==> config.mk <==
export PLATFORM = sky130hd
export DESIGN_NAME = repeating_tick_timer_bank
export DESIGN_NICKNAME = d
export VERILOG_FILES = /design/src/rtl/core/rttb_pkg.sv /design/src/rtl/core/rttb_ram.sv /design/src/rtl/core/rttb_conv.sv /design/src/rtl/core/repeating_tick_timer_bank.sv
export SDC_FILE = /design/constraint.sdc
export NUM_CORES = 2
export LEC_CHECK = 0
export BUFFER_PORTS_ARGS = -buffer_cell sky130_fd_sc_hd__buf_4
export CORE_UTILIZATION = 40
export DETAILED_ROUTE_END_ITERATION = 10
export GPL_ROUTABILITY_DRIVEN = 0
export GPL_TIMING_DRIVEN = 0
export PLACE_DENSITY = 0.53
export SETUP_SLACK_MARGIN = 0.5
export SLEW_MARGIN = 25
export SYNTH_ARGS = -nofsm -noshare
export SYNTH_HDL_FRONTEND = slang
export SYNTH_SLANG_ARGS = --single-unit
==> constraint.sdc <==
create_clock -name clock -period 15.1 [get_ports clock]
set_input_delay 0 -clock clock [delete_from_list [all_inputs] [get_ports clock]]
set_output_delay 0 -clock clock [all_outputs]
set_load 0.02 [all_outputs]
==> src/rtl/core/rttb_pkg.sv <==
package rttb_pkg;

   // bank size: slots are addressed by a 4-bit field, so at most 16 are used
   localparam int SLOTS    = 16;
   localparam int BANK_MAX = 16;
   localparam int BANK     = (SLOTS < BANK_MAX) ? SLOTS : BANK_MAX;

   localparam int SLOT_W = 4;
   localparam int CNT_W  = 5;
   localparam int MS_W   = 20;
   localparam int TICK_W = 16;
   localparam int LEFT_W = 17;
   localparam int DATA_W = 32;

   // ms to ticks: floor(ms / 18) as (ms * ceil(2^24 / 18)) >> 24, exact below 2^21
   localparam int MS_PER_TICK = 18;
   localparam int RECIP_SHIFT = 24;
   localparam int RECIP_MULT  = ((1 << RECIP_SHIFT) + MS_PER_TICK - 1) / MS_PER_TICK;
   localparam int HALF_TICK   = MS_PER_TICK / 2;

   localparam logic [1:0] CMD_CREATE = 2'd0;
   localparam logic [1:0] CMD_DELETE = 2'd1;
   localparam logic [1:0] CMD_TICK   = 2'd2;

   localparam logic [1:0] EV_CREATED  = 2'd0;
   localparam logic [1:0] EV_DELETED  = 2'd1;
   localparam logic [1:0] EV_FIRED    = 2'd2;
   localparam logic [1:0] EV_REJECTED = 2'd3;

   typedef struct packed {
      logic [1:0]               cmd;
      logic [SLOT_W-1:0]        slot;
      logic [MS_W-1:0]          delay_ms;
      logic [MS_W-1:0]          repeat_ms;
      logic signed [DATA_W-1:0] user_data;
   } req_type;

   typedef struct packed {
      logic [1:0]               event_kind;
      logic [SLOT_W-1:0]        event_slot;
      logic signed [DATA_W-1:0] event_data;
      logic                     last;
   } rsp_type;

   // one timer record as kept in the record ram
   typedef struct packed {
      logic signed [LEFT_W-1:0] ticks_left;
      logic [TICK_W-1:0]        reload_ticks;
      logic [DATA_W-1:0]        stored_data;
   } rec_type;

   localparam int REC_W = $bits(rec_type);

   typedef enum logic [2:0] {
      ST_IDLE,
      ST_EXEC,
      ST_CONV_D,
      ST_CONV_R,
      ST_CREATE,
      ST_WALK
   } state_type;

endpackage

==> src/rtl/core/rttb_ram.sv <==
module rttb_ram #(
   parameter int WIDTH = 8,
   parameter int DEPTH = 16,
   localparam int ADDR_W = (DEPTH > 1) ? $clog2(DEPTH) : 1
) (
   input  logic              clock,
   input  logic              we,
   input  logic [ADDR_W-1:0] waddr,
   input  logic [WIDTH-1:0]  wdata,
   input  logic              re,
   input  logic [ADDR_W-1:0] raddr,
   output logic [WIDTH-1:0]  rdata
);

   logic [WIDTH-1:0] mem_ff [DEPTH];
   logic [WIDTH-1:0] rdata_ff;

   always_ff @(posedge clock) begin
      if (we) begin
         mem_ff[waddr] <= wdata;
      end
      if (re) begin
         rdata_ff <= mem_ff[raddr];
      end
   end

   assign rdata = rdata_ff;

endmodule

==> src/rtl/core/rttb_conv.sv <==
module rttb_conv (
   input  logic                       clock,
   input  logic                       reset,
   input  logic                       start,
   input  logic [rttb_pkg::MS_W-1:0]   ms,
   output logic                       done,
   output logic [rttb_pkg::TICK_W-1:0] ticks
);
   import rttb_pkg::*;

   localparam int PROD_W = 2 * MS_W;

   logic                  stage1_ff, stage1_in;
   logic                  done_ff, done_in;
   logic [MS_W-1:0]       ms1_ff, ms1_in;
   logic [PROD_W-1:0]     prod_ff, prod_in;
   logic [TICK_W-1:0]     ticks_ff, ticks_in;

   logic [TICK_W-1:0]     quot;
   logic [MS_W-1:0]       quot_wide;
   logic [MS_W-1:0]       rem_wide;
   logic                  round_up;

   // stage 1: reciprocal multiply
   always_comb begin
      stage1_in = start;
      ms1_in    = ms;
      prod_in   = PROD_W'(ms) * PROD_W'(RECIP_MULT);
   end

   // stage 2: remainder and round half to even
   always_comb begin
      quot      = prod_ff[RECIP_SHIFT +: TICK_W];
      quot_wide = MS_W'(quot);
      rem_wide  = ms1_ff - ((quot_wide << 4) + (quot_wide << 1));
      round_up  = (rem_wide > MS_W'(HALF_TICK)) ||
                  ((rem_wide == MS_W'(HALF_TICK)) && quot[0]);
      ticks_in  = quot + TICK_W'(round_up);
      done_in   = stage1_ff;
   end

   always_ff @(posedge clock) begin
      if (reset) begin
         stage1_ff <= 1'b0;
         done_ff   <= 1'b0;
      end else begin
         stage1_ff <= stage1_in;
         done_ff   <= done_in;
      end
      ms1_ff   <= ms1_in;
      prod_ff  <= prod_in;
      ticks_ff <= ticks_in;
   end

   assign done  = done_ff;
   assign ticks = ticks_ff;

endmodule

==> src/rtl/core/repeating_tick_timer_bank.sv <==
// bank of up to 16 periodic timers. create (cmd 0) converts delay_ms and
// repeat_ms to ticks of 18 ms (round half to even) in a shared reciprocal
// divider used twice, takes the lowest free slot and appends it to the
// creation-order list, or is rejected when the bank is full. delete (cmd 1)
// answers deleted or rejected. a tick (cmd 2) walks the live timers in
// creation order, one timer a cycle unless a held firing waits on the output,
// through the record ram with its separate read and write ports; it returns
// one fired beat per expiring timer with last on the final one, and no beat
// at all when nothing fires. cmd 3 is taken and ignored. one command at a
// time: req_ready is high only while idle. results leave through an output
// register, so a new command is taken while the last result still waits; a
// stalled rsp_ready stretches the work. no clearing pass after reset.
module repeating_tick_timer_bank (
   input  logic              clock,
   input  logic              reset,
   input  logic              req_valid,
   output logic              req_ready,
   input  rttb_pkg::req_type req_data,
   output logic              rsp_valid,
   input  logic              rsp_ready,
   output rttb_pkg::rsp_type rsp_data
);
   import rttb_pkg::*;

   // control state
   state_type             state_ff, state_in;
   logic [BANK_MAX-1:0]   live_ff, live_in;
   logic [CNT_W-1:0]      count_ff, count_in;
   logic [CNT_W-1:0]      idx_ff, idx_in;
   logic                  v2_ff, v2_in;
   logic                  pend_valid_ff, pend_valid_in;
   logic                  out_valid_ff, out_valid_in;

   // payload state
   req_type               req_ff, req_in;
   logic [SLOT_W-1:0]     order_ff [BANK_MAX];
   logic [SLOT_W-1:0]     order_in [BANK_MAX];
   logic [TICK_W-1:0]     dticks_ff, dticks_in;
   logic [TICK_W-1:0]     rticks_ff, rticks_in;
   logic [SLOT_W-1:0]     s2_ff, s2_in;
   logic [SLOT_W-1:0]     pend_slot_ff, pend_slot_in;
   logic [DATA_W-1:0]     pend_data_ff, pend_data_in;
   rsp_type               out_ff, out_in;

   // conversion unit
   logic                  conv_start;
   logic [MS_W-1:0]       conv_ms;
   logic                  conv_done;
   logic [TICK_W-1:0]     conv_ticks;

   // record ram
   logic                  ram_we;
   logic [SLOT_W-1:0]     ram_waddr;
   rec_type               ram_wdata;
   logic                  ram_re;
   logic [SLOT_W-1:0]     ram_raddr;
   rec_type               ram_rdata;

   // strobes from the output decoder
   logic                  accept;
   logic                  out_free;
   logic                  out_load;
   rsp_type               out_next;
   logic                  do_create;
   logic                  do_delete;
   logic                  walk_issue;
   logic                  walk_retire;
   logic                  walk_flush;

   // derived conditions
   logic                  bank_full;
   logic                  del_ok;
   logic [SLOT_W-1:0]     del_pos;
   logic [SLOT_W-1:0]     free_slot;
   logic                  walk_end;
   logic                  stall;
   logic signed [LEFT_W-1:0] dec_ticks;
   logic                  fire;
   rec_type               upd_rec;

   rttb_conv u_conv (
      .clock (clock),
      .reset (reset),
      .start (conv_start),
      .ms    (conv_ms),
      .done  (conv_done),
      .ticks (conv_ticks)
   );

   rttb_ram #(
      .WIDTH (REC_W),
      .DEPTH (BANK_MAX)
   ) u_rec_ram (
      .clock (clock),
      .we    (ram_we),
      .waddr (ram_waddr),
      .wdata (ram_wdata),
      .re    (ram_re),
      .raddr (ram_raddr),
      .rdata (ram_rdata)
   );

   assign accept    = req_valid && req_ready;
   assign out_free  = !out_valid_ff || rsp_ready;
   assign bank_full = (count_ff >= CNT_W'(BANK));
   assign walk_end  = (idx_ff >= count_ff) && !v2_ff;

   // lowest free slot inside the bank
   always_comb begin
      free_slot = '0;
      for (int j = BANK - 1; j >= 0; j--) begin
         if (!live_ff[j]) begin
            free_slot = SLOT_W'(j);
         end
      end
   end

   // delete check and place of the slot in the creation order
   always_comb begin
      del_ok  = ((SLOT_W + 1)'(req_ff.slot) < (SLOT_W + 1)'(BANK)) && live_ff[req_ff.slot];
      del_pos = '0;
      for (int j = BANK_MAX - 1; j >= 0; j--) begin
         if ((order_ff[j] == req_ff.slot) && (CNT_W'(j) < count_ff)) begin
            del_pos = SLOT_W'(j);
         end
      end
   end

   // walk update of the record last read from the record ram
   always_comb begin
      dec_ticks   = ram_rdata.ticks_left - LEFT_W'(1);
      fire        = dec_ticks[LEFT_W-1] || (dec_ticks == '0);
      upd_rec     = ram_rdata;
      if (fire) begin
         upd_rec.ticks_left = {1'b0, ram_rdata.reload_ticks};
      end else begin
         upd_rec.ticks_left = dec_ticks;
      end
      // a second firing must push the held one out first
      stall = v2_ff && fire && pend_valid_ff && !out_free;
   end

   // next state
   always_comb begin
      state_in = state_ff;
      unique case (state_ff)
         ST_IDLE: begin
            if (accept) begin
               unique case (req_data.cmd) inside
                  CMD_CREATE, CMD_DELETE: state_in = ST_EXEC;
                  CMD_TICK:               state_in = ST_WALK;
                  default:                state_in = ST_IDLE;
               endcase
            end
         end
         ST_EXEC: begin
            if (req_ff.cmd == CMD_CREATE) begin
               if (!bank_full) begin
                  state_in = ST_CONV_D;
               end else if (out_free) begin
                  state_in = ST_IDLE;
               end
            end else if (out_free) begin
               state_in = ST_IDLE;
            end
         end
         ST_CONV_D: begin
            if (conv_done) begin
               state_in = ST_CONV_R;
            end
         end
         ST_CONV_R: begin
            if (conv_done) begin
               state_in = ST_CREATE;
            end
         end
         ST_CREATE: begin
            if (out_free) begin
               state_in = ST_IDLE;
            end
         end
         ST_WALK: begin
            if (walk_end && (!pend_valid_ff || out_free)) begin
               state_in = ST_IDLE;
            end
         end
         default: state_in = ST_IDLE;
      endcase
   end

   // outputs and strobes
   always_comb begin
      req_ready   = 1'b0;
      conv_start  = 1'b0;
      conv_ms     = req_ff.delay_ms;
      out_load    = 1'b0;
      out_next    = '0;
      do_create   = 1'b0;
      do_delete   = 1'b0;
      walk_issue  = 1'b0;
      walk_retire = 1'b0;
      walk_flush  = 1'b0;
      ram_we      = 1'b0;
      ram_waddr   = s2_ff;
      ram_wdata   = upd_rec;
      ram_re      = 1'b0;
      ram_raddr   = order_ff[idx_ff[SLOT_W-1:0]];
      unique case (state_ff)
         ST_IDLE: begin
            req_ready = 1'b1;
         end
         ST_EXEC: begin
            if (req_ff.cmd == CMD_CREATE) begin
               if (!bank_full) begin
                  conv_start = 1'b1;
               end else if (out_free) begin
                  out_load            = 1'b1;
                  out_next.event_kind = EV_REJECTED;
                  out_next.last       = 1'b1;
               end
            end else if (out_free) begin
               out_load            = 1'b1;
               do_delete           = del_ok;
               out_next.event_kind = del_ok ? EV_DELETED : EV_REJECTED;
               out_next.event_slot = req_ff.slot;
               out_next.last       = 1'b1;
            end
         end
         ST_CONV_D: begin
            // repeat conversion follows on the same unit
            if (conv_done) begin
               conv_start = 1'b1;
               conv_ms    = req_ff.repeat_ms;
            end
         end
         ST_CONV_R: begin
         end
         ST_CREATE: begin
            if (out_free) begin
               do_create              = 1'b1;
               ram_we                 = 1'b1;
               ram_waddr              = free_slot;
               ram_wdata.ticks_left   = {1'b0, dticks_ff};
               ram_wdata.reload_ticks = rticks_ff;
               ram_wdata.stored_data  = req_ff.user_data;
               out_load               = 1'b1;
               out_next.event_kind    = EV_CREATED;
               out_next.event_slot    = free_slot;
               out_next.last          = 1'b1;
            end
         end
         ST_WALK: begin
            walk_issue  = (idx_ff < count_ff) && !stall;
            ram_re      = walk_issue;
            walk_retire = v2_ff && !stall;
            ram_we      = walk_retire;
            if (walk_retire && fire && pend_valid_ff) begin
               out_load            = 1'b1;
               out_next.event_kind = EV_FIRED;
               out_next.event_slot = pend_slot_ff;
               out_next.event_data = pend_data_ff;
            end
            // held firing is the final beat of this tick
            if (walk_end && pend_valid_ff && out_free) begin
               walk_flush          = 1'b1;
               out_load            = 1'b1;
               out_next.event_kind = EV_FIRED;
               out_next.event_slot = pend_slot_ff;
               out_next.event_data = pend_data_ff;
               out_next.last       = 1'b1;
            end
         end
         default: begin
         end
      endcase
   end

   // datapath next values
   always_comb begin
      req_in        = accept ? req_data : req_ff;
      live_in       = live_ff;
      count_in      = count_ff;
      order_in      = order_ff;
      dticks_in     = dticks_ff;
      rticks_in     = rticks_ff;
      idx_in        = idx_ff;
      v2_in         = v2_ff;
      s2_in         = s2_ff;
      pend_valid_in = pend_valid_ff;
      pend_slot_in  = pend_slot_ff;
      pend_data_in  = pend_data_ff;
      out_valid_in  = out_valid_ff;
      out_in        = out_ff;

      if ((state_ff == ST_CONV_D) && conv_done) begin
         dticks_in = conv_ticks;
      end
      if ((state_ff == ST_CONV_R) && conv_done) begin
         rticks_in = conv_ticks;
      end

      if (do_create) begin
         live_in[free_slot]                 = 1'b1;
         order_in[count_ff[SLOT_W-1:0]]     = free_slot;
         count_in                           = count_ff + CNT_W'(1);
      end

      // close the gap left in the creation order
      if (do_delete) begin
         live_in[req_ff.slot] = 1'b0;
         count_in             = count_ff - CNT_W'(1);
         for (int j = 0; j < BANK_MAX - 1; j++) begin
            if (SLOT_W'(j) >= del_pos) begin
               order_in[j] = order_ff[j + 1];
            end
         end
      end

      if (accept) begin
         idx_in        = '0;
         v2_in         = 1'b0;
         pend_valid_in = 1'b0;
      end

      if ((state_ff == ST_WALK) && !stall) begin
         v2_in = walk_issue;
         if (walk_issue) begin
            idx_in = idx_ff + CNT_W'(1);
            s2_in  = ram_raddr;
         end
      end

      if (walk_retire && fire) begin
         pend_valid_in = 1'b1;
         pend_slot_in  = s2_ff;
         pend_data_in  = ram_rdata.stored_data;
      end
      if (walk_flush) begin
         pend_valid_in = 1'b0;
      end

      if (out_load) begin
         out_valid_in = 1'b1;
         out_in       = out_next;
      end else if (rsp_ready) begin
         out_valid_in = 1'b0;
      end
   end

   always_ff @(posedge clock) begin
      if (reset) begin
         state_ff      <= ST_IDLE;
         live_ff       <= '0;
         count_ff      <= '0;
         idx_ff        <= '0;
         v2_ff         <= 1'b0;
         pend_valid_ff <= 1'b0;
         out_valid_ff  <= 1'b0;
      end else begin
         state_ff      <= state_in;
         live_ff       <= live_in;
         count_ff      <= count_in;
         idx_ff        <= idx_in;
         v2_ff         <= v2_in;
         pend_valid_ff <= pend_valid_in;
         out_valid_ff  <= out_valid_in;
      end
      req_ff       <= req_in;
      order_ff     <= order_in;
      dticks_ff    <= dticks_in;
      rticks_ff    <= rticks_in;
      s2_ff        <= s2_in;
      pend_slot_ff <= pend_slot_in;
      pend_data_ff <= pend_data_in;
      out_ff       <= out_in;
   end

   assign rsp_valid = out_valid_ff;
   assign rsp_data  = out_ff;

endmodule
Yosys cells after proc, flatten, opt, wreduce, memory -nomap -nowiden
Memories as Yosys holds them, arrays and structs flattened. A register that Yosys moved wholly into a read port is not among the register bits.
Index checks and enable logic that the tools add are counted.
{"block": "word_totals", "ram_bits": 1040, "output_inout_bits": 41, "in_bits": 82, "memories": 1, "register_bits": 361}
{"block": "op_classes", "bitwise_logic": 5, "eq_ne": 28, "magnitude_cmp": 42, "multipliers": 1, "n_mux": 122, "addsub": 7, "reduce_logical": 57}
{"memory": "u_rec_ram.mem_ff", "depth": 16, "width": 65, "read_ports": 1, "rd_clocked_by_memory_dff": 1, "write_ports": 1, "line": "rttb_ram.sv:15", "rtl": "logic [WIDTH-1:0] mem_ff [DEPTH];"}
{"operator": "4-bit two-way mux", "count": 54}
{"operator": "65-bit two-way mux", "count": 2}
{"operator": "64-bit bitwise mux", "count": 1}
{"operator": "4-bit == test", "count": 16}
{"operator": "64-bit two-way mux", "count": 1}
{"operator": "60-bit two-way mux", "count": 1}
{"operator": "4-bit by 5-bit < comparator with 1-bit output, first input constant", "count": 8}
{"operator": "20-bit two-way mux", "count": 2}
{"operator": "39-bit two-way mux", "count": 1}
{"operator": "20-bit by 18-bit multiplier with 38-bit output, second input constant", "count": 1}
{"operator": "38-bit two-way mux", "count": 1}
{"operator": "1-bit logical AND", "count": 36}
{"operator": "16-bit two-way mux", "count": 2}
{"operator": "4-bit greater-or-equal comparator, first input constant", "count": 7}
{"operator": "1-bit two-way mux", "count": 27}
{"operator": "5-bit two-way mux", "count": 5}
{"operator": "3-bit two-way mux", "count": 7}
{"operator": "20-bit by 17-bit adder with 20-bit output", "count": 1}
{"operator": "20-bit by 4-bit == test with 1-bit output, second input constant", "count": 1}
{"operator": "20-bit by 4-bit > comparator with 1-bit output, second input constant", "count": 1}
{"operator": "3-bit by 5-bit < comparator with 1-bit output, first input constant", "count": 4}
{"operator": "20-bit subtractor", "count": 1}
{"operator": "3-bit one-hot mux with 6 select lines", "count": 1}
{"operator": "6-bit one-hot mux with 3 select lines", "count": 1}
{"operator": "other kinds (45)", "count": 80}

Longest topological paths before layout
{"block": "logic_depth", "ltp_word": 24, "mapped_depth": 27, "depth_no_buf": 24}

Modules after synthesis
From an unflattened synthesis, not the netlist that was laid out.
{"block": "unflattened", "hier_cells": 3754, "hier_area_um2": 62643.8}
{"module": "rttb_ram", "area_each_um2": 40890.5, "cells_per_inst": 1673, "instances": 1}
{"module": "repeating_tick_timer_bank", "area_each_um2": 14057.2, "cells_per_inst": 1307, "instances": 1}
{"module": "rttb_conv", "area_each_um2": 7696.1, "cells_per_inst": 774, "instances": 1}

Least setup slack after synthesis
Ideal clock, no wire load.
{"block": "synth_timing", "path_kind": "reg-to-reg", "start": "register state_ff[0]", "end": "register u_conv.prod_ff[39]", "path_buffers": 4, "t_arrival_ns": 7.663, "period_less_slack_ns": 7.783, "setup_time_ns": 0.120, "slack_ns": 7.317, "path_stages_with_launch": 28, "t_required_ns": 14.980, "cell_sequence": "dfxtp_1 -> buf_2 -> nor4bb_1 -> buf_2 -> clkbuf_1 -> clkbuf_1 -> mux2i_1 -> inv_1 -> fa_1 -> ha_1 -> inv_1 -> fa_1 -> inv_1 -> fa_1 -> fa_1 -> inv_1 -> fa_1 -> inv_1 -> ha_1 -> a21oi_1 -> a21oi_1 -> a211oi_1 -> o21ai_0 -> o32a_1 -> a311o_1 -> a221oi_2 -> nor2_1 -> a211o_1"}
{"block": "synth_via", "elab_chain_len": 3}
{"item": "from (decl)", "line": "repeating_tick_timer_bank.sv:26", "rtl": "state_type state_ff, state_in;"}
{"item": "from (signal assigned)", "line": "repeating_tick_timer_bank.sv:360", "rtl": "state_ff <= state_in;"}
{"item": "3-bit by 2-bit == test with 1-bit output", "line": "repeating_tick_timer_bank.sv:208", "rtl": "unique case (state_ff)"}
{"item": "20-bit two-way mux", "line": "repeating_tick_timer_bank.sv:208"}
{"item": "net conv_ms[7]", "line": "repeating_tick_timer_bank.sv:47", "rtl": "logic [MS_W-1:0] conv_ms;"}
{"item": "20-bit by 18-bit multiplier with 38-bit output", "line": "rttb_conv.sv:28", "rtl": "prod_in = PROD_W'(ms) * PROD_W'(RECIP_MULT);"}
{"item": "net u_conv.prod_in[39]", "line": "rttb_conv.sv:16", "rtl": "logic [PROD_W-1:0] prod_ff, prod_in;"}
{"item": "to (signal assigned)", "line": "rttb_conv.sv:51", "rtl": "prod_ff <= prod_in;"}
{"item": "to (decl)", "line": "rttb_conv.sv:16"}
The timed path passes the listed nets, and every way through them passes these cells.
A chain may end at the register's enable or synchronous reset.

Final worst setup path
Ends and elaborated chain as after synthesis.

==> results.json <==
{
  "drive_gt1_frac": 0.2114,
  "post-dp-hpwl_mm": 111.8,
  "avgViaCountPerCell": 5.364,
  "drc": 0,
  "io_buffers": 122,
  "cts_buffer_depth": 3,
  "wl_mm": 162.3,
  "yosysSeqAreaShare": 0.6674,
  "cts-htree-levels": 4,
  "cp_slowest_cell": "mux2i_1",
  "clock-root-buffer": "clkbuf_16",
  "coreArea_um2": 156000,
  "use_met1": 0.2918,
  "use_met2": 0.3325,
  "finalSetupTns_ns": 0,
  "crit_path_start_kind": "register",
  "endpoint": "u_conv.prod_ff[39]",
  "vdd_drop_max_mv": 0.3216,
  "max_freq_mhz": 111.4,
  "grt-ovfl-total": 0,
  "layout.nets": 4626,
  "syn_avg_cell_area_um2": 16.91,
  "synthArstFlopShare": 0,
  "syn_inst": 3712,
  "min_period_ns": 8.978,
  "num_io_pins": 123,
  "dieWidth_um": 398.2,
  "required_ns": 15.75,
  "finalHoldViolCount": 0,
  "area_growth_pct": 20.02,
  "rsz0062_at_grt": "false",
  "cts_tree": "done",
  "holdPathStages": 5,
  "regToRegSetupSlack_ns": 6.12,
  "status": "finished clean",
  "wire_per_inst_um": 25.17,
  "power.static_leakage_nw": 26.05,
  "first_pass_iters": 5,
  "row_count": 145,
  "ys_seq_elements": 1444,
  "synth_edf_count": 1298,
  "path_class": "register to register",
  "busiest_layer": "met2",
  "cp_max_fo": 10,
  "synth_cell_types": 87,
  "track_usage": 0.2072,
  "clock_sinks": 1444,
  "slowest_delay_ns": 0.69,
  "grt_start_max_net_pins": 47,
  "die_h_um": 398.2,
  "finalMaxSlewViolations": 0,
  "r2r-start": "state_ff[0]",
  "r2r_end": "u_conv.prod_ff[39]",
  "hp-start": "req_valid",
  "cts.clk_slew.worst_paths_ns": 0.06,
  "grt_pass1_wl_mm": 238.9,
  "fillers": 13160,
  "cp-end-kind": "register",
  "synth_area_um2": 62780,
  "multi_input_area_um2": 19590,
  "power_density_nw_per_um2": 179.1,
  "hp-class": "primary input to register",
  "maxCapViolations": 0,
  "met3_usage": 0.03715,
  "fin_util": 0.4830,
  "clock_latency_ns": 0.80,
  "drtIter0Drc": 3218,
  "vias": 34590,
  "ant_nets": 0,
  "worstPathArrival_ns": 9.63,
  "startpoint": "state_ff[0]",
  "fin_crit_sh": 0.5946,
  "maxSlewHeadroom": 0.2748,
  "die_area_um2": 158500,
  "synth_ff_type": "edfxtp_1",
  "yosys_warnings": 0,
  "setup_viol": 0,
  "worst_slew_pin_slew_ns": 1.088,
  "antenna_found_initial": 7,
  "skew_ns": 0.05003,
  "seq_area_um2": 41900,
  "first_global_vias": 35770,
  "final_common_cell": "edfxtp_1",
  "final_cell_mix": "edfxtp_1, mux4_2, nand2_1, inv_1, ha_1",
  "cts_inserted_buffers": 155,
  "start_util": 0.4024,
  "rr_worst_depth": 28
}
how the worst min path moves through the flow:
stage               slack (ns)         end
finish                    0.28   idx_ff[3]
global placement          0.18  req_ff[61]
detailed placement        0.18  req_ff[54]
CTS                       0.24   idx_ff[3]
floorplan                  0.1   req_ff[0]
global route              0.30   idx_ff[3]
report_power, final:
part / total, mW / leakage (nW) / internal [mW] / switching [mW]
clock: 3.83 / 2.52 / 2.22 / 1.60
sequential: 4.72 / 13.0 / 4.64 / 0.0795
combinational: 4.95 / 10.6 / 2.12 / 2.83
cells by family after synthesis:
group,Yosys count,synth area share
AOI/OAI and AO/OA,419,0.04295
other,1,0.00005973
buffers and inverters,378,0.02459
and+or+nand+nor,589,0.04534
muxes,468,0.1331
xor gates and xnor gates,129,0.01800
adders and majority gates,284,0.06856
DFF,1444,0.6674
state kept, by name (all words and copies together), names as in the netlist, 3 cells and up, named ones only:
name	cells
rsp_data	39
order_ff	60
u_conv.prod_ff	16
u_rec_ram.rdata	65
u_rec_ram.mem_ff	1040
u_conv.ticks	16
idx_ff	5
u_conv.ms1_ff	20
state_ff	3
live_ff	16
rticks_ff	16
dticks_ff	16
count_ff	5
s2_ff	4
pend_slot_ff	4
req_ff	78
pend_data_ff	32
worst max-delay path, delay by kind of cell, from the launching register on:
kind                     cells  cell delay (ns)
multiplexers                 1             0.69
flip-flops                   1             0.29
buffers and inverters       10             2.15
AO/OA/AOI/OAI                8             2.35
adder cells (fa/ha/maj)      7             3.02
AND/OR/NAND/NOR              2             0.36
Yosys cell counts (all sizes together), types with 63 or more instances:
master,n,area [um2]
a21oi,73,369.1
a22oi,67,508.0
buf,89,459.2
clkbuf,69,259.0
dfxtp,146,2923
edfxtp,1298,38980
fa,100,2002
ha,184,2302
inv,220,825.8
mux2,74,848.3
mux2i,109,1091
mux4,285,6419
nand2,250,938.4
nor2,89,336.6
o21ai,149,745.7
xnor2,66,578.1
xor2,63,551.8
metrics by stage:
step	hold slack, ns	instances	total power, mW	setup slack, ns	cell area (um2)
after floorplan	0.09887	3727	8.369	7.317	62840
after global placement	0.1785	5907	9.752	3.343	66330
after detailed placement	0.1794	6000	9.761	5.984	68540
after CTS	0.2398	6448	13.68	5.960	75330
after global routing	0.3019	6448	14.38	5.498	75350
final	0.2849	6449	13.50	6.122	75350
metal layers:
layer | wire (um) | vias up
li1 | - | 15480
met1 | 72990 | 17910
met2 | 76550 | 1017
met3 | 9453 | 189
met4 | 3280 | 2
met5 | 12 | -
final cells by class:
cell class | count | area share
Clock inverter | 98 | 0.01371
Antenna cell | 1 | 0.00003321
Sequential cell | 1444 | 0.5560
Timing Repair Buffer | 376 | 0.06042
Inverter | 220 | 0.01103
Tap cell | 2058 | 0.03417
Multi-Input combinational cell | 1905 | 0.2599
Buffer | 158 | 0.009730
Clock buffer | 189 | 0.05496
timing repair:
| item | CTS | global route |
|---|---|---|
| hold buffers | 161 | 0 |
| setup endpoints to repair | 0 | 0 |
| hold endpoints to repair | 133 | 0 |
| setup buffers | 0 | 0 |
| gates resized for setup | 0 | 0 |
No activity file was read; power rests on OpenSTA's default activity.
